[src/sv/nkpfd_pkg.sv]
// Types and constants of the name-keyed plaintext-feedback decipher.
`default_nettype none

package nkpfd_pkg;

    typedef enum logic [1:0] {
        MODE_NAME   = 2'd0,
        MODE_CIPHER = 2'd1,
        MODE_REWIND = 2'd2,
        MODE_CLEAR  = 2'd3
    } mode_t;

    typedef struct packed {
        mode_t      mode;
        logic [7:0] byte_in;
    } item_t;

    // key_value sits above data_out, matching the output tdata layout
    typedef struct packed {
        logic signed [31:0] key_value;
        logic [7:0]         data_out;
    } result_t;

    localparam logic [31:0] MUL_STEP      = 32'd498729871;
    localparam logic [31:0] ADD_STEP      = 32'd85731;
    localparam logic [31:0] HASH_MUL      = 32'd31;
    localparam logic [7:0]  SEP_SLASH     = 8'h2F;
    localparam logic [7:0]  SEP_BACKSLASH = 8'h5C;

endpackage

`default_nettype wire

[src/sv/name_keyed_plaintext_feedback_decipher_core.sv]
// An accepted item passes through the input register and then the result register
// before it is offered on the output.
// Throughput: one item per cycle while the output is not stalled; the state update is two
// 32x32 multiplies and an add between the input register and the state and result registers.
// Reset clears the name hash and keystream state to zero and empties both
// register stages.
`default_nettype none

module name_keyed_plaintext_feedback_decipher_core (
    input  wire logic        clk,
    input  wire logic        rst_n,
    input  wire logic        s_axis_tvalid,
    output logic             s_axis_tready,
    input  wire logic [7:0]  s_axis_tdata,   // [7:0] byte_in
    input  wire logic [1:0]  s_axis_tuser,   // [1:0] mode
    output logic             m_axis_tvalid,
    input  wire logic        m_axis_tready,
    output logic [39:0]      m_axis_tdata    // [7:0] data_out, [39:8] key_value
);
    import nkpfd_pkg::*;

    item_t   in_item;
    item_t   item;
    logic    item_valid;
    logic    advance;
    result_t result;
    logic    out_valid_reg;
    logic    out_valid_next;
    result_t out_reg;

    assign in_item.mode    = mode_t'(s_axis_tuser);
    assign in_item.byte_in = s_axis_tdata;

    // the held item moves on when the result register is free or being drained
    assign advance = !out_valid_reg || m_axis_tready;

    nkpfd_in_reg u_in_reg (
        .clk        (clk),
        .rst_n      (rst_n),
        .in_valid   (s_axis_tvalid),
        .in_ready   (s_axis_tready),
        .in_item    (in_item),
        .advance    (advance),
        .item_valid (item_valid),
        .item       (item)
    );

    nkpfd_keystream u_keystream (
        .clk    (clk),
        .rst_n  (rst_n),
        .item   (item),
        .load   (advance && item_valid),
        .result (result)
    );

    always_comb
    begin
        out_valid_next = out_valid_reg;
        if (advance)
        begin
            out_valid_next = item_valid;
        end
    end

    always_ff @(posedge clk or negedge rst_n)
    begin
        if (!rst_n)
        begin
            out_valid_reg <= 1'b0;
        end
        else
        begin
            out_valid_reg <= out_valid_next;
        end
    end

    always_ff @(posedge clk)
    begin
        if (advance && item_valid)
        begin
            out_reg <= result;
        end
    end

    assign m_axis_tvalid = out_valid_reg;
    assign m_axis_tdata  = out_reg;

endmodule

`default_nettype wire

[src/sv/nkpfd_in_reg.sv]
// Input register stage of the decipher core.
`default_nettype none

module nkpfd_in_reg (
    input  wire logic            clk,
    input  wire logic            rst_n,
    input  wire logic            in_valid,
    output logic                 in_ready,
    input  wire nkpfd_pkg::item_t in_item,
    input  wire logic            advance,
    output logic                 item_valid,
    output nkpfd_pkg::item_t     item
);
    import nkpfd_pkg::*;

    logic  valid_reg;
    logic  valid_next;
    item_t item_reg;

    // take a new transaction when none is held or the held one moves on this cycle
    assign in_ready = !valid_reg || advance;

    always_comb
    begin
        valid_next = valid_reg;
        if (in_ready)
        begin
            valid_next = in_valid;
        end
    end

    always_ff @(posedge clk or negedge rst_n)
    begin
        if (!rst_n)
        begin
            valid_reg <= 1'b0;
        end
        else
        begin
            valid_reg <= valid_next;
        end
    end

    always_ff @(posedge clk)
    begin
        if (in_valid && in_ready)
        begin
            item_reg <= in_item;
        end
    end

    assign item_valid = valid_reg;
    assign item       = item_reg;

endmodule

`default_nettype wire

[src/sv/nkpfd_keystream.sv]
// Name hash and keystream state with their update logic.
`default_nettype none

module nkpfd_keystream (
    input  wire logic             clk,
    input  wire logic             rst_n,
    input  wire nkpfd_pkg::item_t item,
    input  wire logic             load,
    output nkpfd_pkg::result_t    result
);
    import nkpfd_pkg::*;

    logic [31:0] name_hash_reg;
    logic [31:0] name_hash_next;
    logic [31:0] ks_reg;
    logic [31:0] ks_next;
    logic [7:0]  plain;
    logic [31:0] plain_ext;
    logic [31:0] ks_scaled;
    logic [31:0] plain_scaled;
    logic        is_sep;

    assign is_sep       = (item.byte_in == SEP_SLASH) || (item.byte_in == SEP_BACKSLASH);
    assign plain        = item.byte_in ^ ks_reg[15:8];
    assign plain_ext    = {{24{plain[7]}}, plain};
    assign ks_scaled    = ks_reg * MUL_STEP;
    assign plain_scaled = plain_ext * ADD_STEP;

    always_comb
    begin
        name_hash_next = name_hash_reg;
        ks_next        = ks_reg;
        result.data_out = 8'd0;
        unique case (item.mode)
            MODE_NAME:
            begin
                if (is_sep)
                begin
                    name_hash_next = 32'd0;
                end
                else
                begin
                    name_hash_next = name_hash_reg * HASH_MUL + {24'd0, item.byte_in};
                end
                ks_next = name_hash_next;
            end
            MODE_CIPHER:
            begin
                result.data_out = plain;
                ks_next         = ks_scaled + plain_scaled;
            end
            MODE_REWIND:
            begin
                ks_next = name_hash_reg;
            end
            MODE_CLEAR:
            begin
                name_hash_next = 32'd0;
            end
            default:
            begin
                ks_next = ks_reg;
            end
        endcase
        result.key_value = signed'(ks_next);
    end

    always_ff @(posedge clk or negedge rst_n)
    begin
        if (!rst_n)
        begin
            name_hash_reg <= 32'd0;
            ks_reg        <= 32'd0;
        end
        else if (load)
        begin
            name_hash_reg <= name_hash_next;
            ks_reg        <= ks_next;
        end
    end

endmodule

`default_nettype wire

[config.mk]
export PLATFORM = sky130hd
export DESIGN_NAME = name_keyed_plaintext_feedback_decipher_core
export DESIGN_NICKNAME = d
export VERILOG_FILES = /design/src/sv/nkpfd_pkg.sv /design/src/sv/name_keyed_plaintext_feedback_decipher_core.sv /design/src/sv/nkpfd_in_reg.sv /design/src/sv/nkpfd_keystream.sv
export SDC_FILE = /design/constraint.sdc
export NUM_CORES = 1
export LEC_CHECK = 0
export BUFFER_PORTS_ARGS = -buffer_cell sky130_fd_sc_hd__buf_2
export CORE_UTILIZATION = 55
export DETAILED_ROUTE_END_ITERATION = 10
export PLACE_DENSITY = 0.74
export SYNTH_ARGS = -nofsm -noshare
export SYNTH_HDL_FRONTEND = slang
export SYNTH_SLANG_ARGS = --single-unit
[constraint.sdc]
create_clock -name clk -period 10.2 [get_ports clk]
set_clock_uncertainty 0.1 [all_clocks]
set_input_delay 0.51 -clock clk [delete_from_list [all_inputs] [get_ports clk]]
set_output_delay 0.51 -clock clk [all_outputs]
set_load 0.05 [all_outputs]
# ---- Yosys cells after proc, flatten, opt, wreduce, memory -nomap -nowiden
# Index checks and enable logic that the tools add are counted.
dict set report word_totals {
  ff_bits 116
  inputBits 14
  output_inout_bits 42
}
dict set report op_classes {
  add_sub_neg 2
  mul 3
  eq_ne 5
  n_mux 3
  bitwise 1
  n_reduce_logical 10
}
# cell count
set op_table {}
lappend op_table {{$pmux 32 s3} 1}
lappend op_table {{$pmux 32 s2} 1}
lappend op_table {{$add 32x32->32} 1}
lappend op_table {{$add 32x8->32} 1}
lappend op_table {{$mul 32x29->32 const B} 1}
lappend op_table {{$mul 32x5->32 const B} 1}
lappend op_table {{$mux 32} 1}
lappend op_table {{$mul 8x18->26 const B} 1}
lappend op_table {{$eq 8x6->1 const B} 1}
lappend op_table {{$eq 8x7->1 const B} 1}
lappend op_table {{$xor 8x8->8} 1}
lappend op_table {{$eq 2x2->1 const B} 2}
lappend op_table {{$logic_or 1x1->1} 3}
lappend op_table {{$eq 2x1->1 const B} 1}
lappend op_table {{$logic_and 1x1->1} 2}
lappend op_table {{$logic_not 1->1} 2}
lappend op_table {{$logic_not 2->1} 1}
lappend op_table {{$reduce_and 2->1} 1}
lappend op_table {{$reduce_bool 2->1} 1}

# ---- Longest topological paths before layout
dict set report depth {
  word_depth 4
  depth_mapped 39
}

# ---- Hierarchy
# A second synthesis with hierarchy kept.
dict set report hier_totals {
  cells_unflattened 2083
  hier_area_um2 20666.1
}
# module instances cells_each area_per_inst_um2
set by_module_without_submodules {}
lappend by_module_without_submodules {nkpfd_keystream 1 2025 19057.0}
lappend by_module_without_submodules {name_keyed_plaintext_feedback_decipher_core 1 44 1255.0}
lappend by_module_without_submodules {nkpfd_in_reg 1 14 354.1}

# ---- Worst setup path before layout
# No wires, ideal clock.
dict set report synth_path {
  kind {register to register}
  from {register u_keystream.ks_reg[15]}
  to {register out_reg (netlist bit m_axis_tdata[36]) (data pin)}
  arrival_time_ns 9.519
  setup_slack_ns 0.321
  path_stages_with_launch 39
  path_buffers 0
  period_less_slack_ns 9.879
  cell_sequence {dfrtp_1 xnor2_1 inv_1 and2_1 or2_2 fa_1 inv_1 fa_1 fa_1 inv_1 ha_1 a21o_1 a21o_1 a211oi_1 o31a_1 o21ai_0 a31oi_1 xor2_1 [... 3 more ...] fa_1 inv_1 fa_1 inv_1 fa_1 inv_1 fa_1 inv_1 ha_1 a21oi_1 o21bai_1 a21oi_1 o211ai_1 a221oi_2 o21ai_1 xor2_1 a221o_1 mux2_2}
}
# item line
set synth_rtl {}
lappend synth_rtl {{start: declaration} nkpfd_keystream.sv:15} ;# logic [31:0] ks_reg;
lappend synth_rtl {{start signal: assignment} nkpfd_keystream.sv:78} ;# ks_reg <= ks_next;
lappend synth_rtl {{end signal: assignment} name_keyed_plaintext_feedback_decipher_core.sv:81} ;# out_reg <= result;
lappend synth_rtl {{end: declaration} name_keyed_plaintext_feedback_decipher_core.sv:29} ;# result_t out_reg;

==> impl_results.rst <==
.. list-table::
   :header-rows: 1

   * - Metric
     - Value
   * - Number of synthesized flops with an enable pin
     - 50
   * - Top-level port count
     - 56
   * - Relative slew slack
     - 0.367
   * - Register Area
     - 3150 sq um
   * - Critical Path Sink Type
     - flip-flop
   * - Launching instance or port of the critical path
     - u_in_reg.item[0]
   * - Gate count after technology mapping
     - 2115
   * - Required time of the critical path
     - 10.28 ns
   * - Clock tree from TritonCTS
     - done
   * - Violation count after the first detailed-route iteration
     - 997
   * - Final net count
     - 2859
   * - Vias
     - 14900
   * - RSZ-0062 raised after global routing
     - yes
   * - Commonest cells post-synth
     - 612 x inv_1, 328 x fa_1, 308 x ha_1
   * - # H-tree levels
     - 4
   * - Number of DRC violations after detailed routing
     - 0
   * - Final setup violation count
     - 0
   * - Tmin final
     - 10.03 ns
   * - Synth Register Bits
     - 116
   * - Port Buffer Count
     - 55
   * - Type of origin of the critical path
     - flip-flop
   * - Full die area
     - 38500 sq um
   * - Flip-flop count of the largest register, all copies and words added
     - 40
   * - Grt total ovfl
     - 0
   * - Area of the placeable core
     - 36900 sq um
   * - Vias per cell
     - 5.48
   * - Share of flip-flops with an asynchronous set or reset after synthesis
     - 0.569
   * - Part of the Yosys area used for sequential elements
     - 0.152
   * - Worst min-delay path class
     - input port to flip-flop
   * - Setup WS pre-CTS
     - -0.106 ns
   * - Hold path start
     - s_axis_tuser[0]
   * - Hold-fix buffers at CTS
     - 0
   * - Average detailed-routed wire length per instance
     - 19.9 microns
   * - Antenna Nets Post-Route
     - 0
   * - Highest attainable clock frequency
     - 99.7 MHz
   * - Die Span X
     - 196 microns
   * - Run status
     - completed
   * - Routability Congestion
     - 0.959
   * - Launching point of the worst reg2reg path
     - u_in_reg.item[0]
   * - Most frequent cell after synthesis
     - inv_1
   * - Max-cap check violation count
     - 0
   * - Cell row count
     - 70
   * - Final Routed Wirelength
     - 54.2 mm
   * - Wire length of the first global-routing pass
     - 87.5 mm
   * - Worst hold margin
     - 0.155 ns
   * - Total number of yosys warnings
     - 0
   * - Slowest CP cell
     - fa_1
   * - Area of combinational cells with multiple inputs
     - 15500 sq um
   * - Combined area of all synthesized cells
     - 20700 sq um
   * - Per-instance average area after synthesis
     - 9.81 sq um
   * - Vias in the first global route
     - 16200
   * - Number of clock buffers inserted by TritonCTS
     - 17
   * - Synth top area cells
     - fa_1 32%, ha_1 19%, inv_1 11%, dfrtp_1 8.0%, edfxtp_1 7.2%
   * - Largest fanout on the critical path
     - 4
   * - Root Buffer Master
     - clkbuf_16
   * - Worst setup slack after layout
     - 0.173 ns
   * - Post-synth top area share
     - 0.317
   * - Highest cell delay on the worst timing path
     - 0.55 ns
   * - Total number of clock tree sinks
     - 116
   * - Synth Net Count
     - 2765
   * - Largest area contributor in the synthesized netlist
     - fa_1
   * - Worst-margin pin slew
     - 0.950 ns
   * - Clock latency reported for the late side of the worst-skew pair
     - 0.43 ns
   * - Share of cells above drive strength 1
     - 0.0963
   * - Number of filler cells placed in the layout
     - 3068
   * - Total inserted antenna cells
     - 0
   * - Fraction of the cycle the final worst path needs
     - 0.983
   * - Final Max Slew Viols
     - 0
   * - Library cells used by synthesis
     - 87
   * - Final Hold Viols
     - 0
   * - Global-route usage over all layers
     - 0.300
   * - Most used flip-flop cell after synthesis
     - dfrtp_1
   * - HPWL after DPL
     - 46.1 mm
   * - Kind of critical path
     - flip-flop to flip-flop
   * - Total iterations of the first detailed-routing run
     - 5
   * - CP dominant cell by count
     - fa_1
   * - Initial antenna violation count
     - 0
   * - Signal arrival time at the worst endpoint
     - 10.10 ns
   * - Area growth from synthesis to final layout
     - 9.84%
   * - Max Root-Sink Buffers
     - 2
   * - Post-CTS clock slew at the launch and capture registers of the worst setup and hold paths
     - 0.06 ns
   * - Largest net degree at the start of global routing
     - 75
   * - Initial Util
     - 0.563
   * - Die span in y
     - 196 microns
==> layer usage <==
layer / routed length [microns] / share of wire / up-vias / track usage
met3: 3340 / 0.062 / 63 / 0.0456
met5: 0 / 0 / - / 0
met4: 1200 / 0.022 / 0 / 0.0851
met1: 24100 / 0.44 / 7535 / 0.416
li1: - / - / 6920 / -
met2: 25600 / 0.47 / 427 / 0.490
==> cell usage in the layout, fill, tap and decap left out, types with 8 or more instances in the layout <==
cell type  synthesis  final
clkbuf_16          0     17
o21ai_0           55     54
nand3_1           15     15
nand2_1           65     65
o21a_1            11     11
o21bai_1          11     11
and2_1            12     12
ha_1             308    295
a221o_1           10     10
a21o_1            19     19
mux2i_1            8      8
nor3_1            17     14
dfrtp_1           66     66
inv_1            612    608
buf_2              3     55
nor2_1            75     74
nand2b_1          16     16
ha_4               0      9
a31oi_1           14     12
edfxtp_1          50     50
a22o_1            18     18
a21oi_1          100     96
xor2_1            31     24
buf_4              0     50
fa_1             328    327
o31ai_1            9      9
xnor2_1           78     76
==> repair_timing <==
item,in CTS,in global routing
pin swaps,1,22
resized for setup,5,46
cloned,0,0
endpoints found under the setup margin,4,18
buffers inserted,1,5
==> worst paths after layout <==
check                                    endpoint  slack [ns]  cells after the start
max                              m_axis_tdata[36]        0.17                     36
min                              u_in_reg.item[8]        0.16                      1
max reg2reg                      m_axis_tdata[36]        0.17                     36
min reg2reg                         m_axis_tvalid        0.38                      1
max in group asynchronous     u_in_reg.item_valid        9.17                      2
min in group asynchronous  u_keystream.ks_reg[27]        0.19                      2
==> final cells by class <==
type | count | share of cell area
timing repair buffer | 106 | 0.0291
sequential | 116 | 0.138
inverter | 615 | 0.101
multi-input combinational | 1353 | 0.679
clock buffer | 17 | 0.0187
clock inverter | 15 | 0.00593
tap | 504 | 0.0277
==> per-stage QoR <==
stage | instances | utilization | setup TNS (ns) | area [sq um]
floorplan | 2115 | - | 0 | 20700
global placement | 2688 | 0.593 | 0 | 21900
detailed placement | 2688 | 0.593 | -0.218 | 21900
CTS | 2721 | 0.610 | 0 | 22500
global route | 2726 | 0.618 | -0.202 | 22800
finish | 2726 | 0.618 | 0 | 22800
==> worst max-delay path: cells and delay by family (launching register included) <==
kind	cells	cell delay (ns)
fa+ha+maj	12	5.04
simple gates	2	0.41
mux	1	0.27
flops	1	0.48
xor+xnor	3	0.76
compound gates	9	2.03
buf+inv	9	0.67
==> cell families after synthesis <==
group / after synthesis / share of synthesized area
compound gates: 337 / 0.113
xor+xnor: 110 / 0.0471
fa+ha+maj: 636 / 0.502
buf+inv: 646 / 0.117
flops: 116 / 0.152
mux: 16 / 0.00820
simple gates: 254 / 0.0601
Power is not shown: default switching activity piles up to over one toggle a cycle in this logic, so the estimate is an artifact.
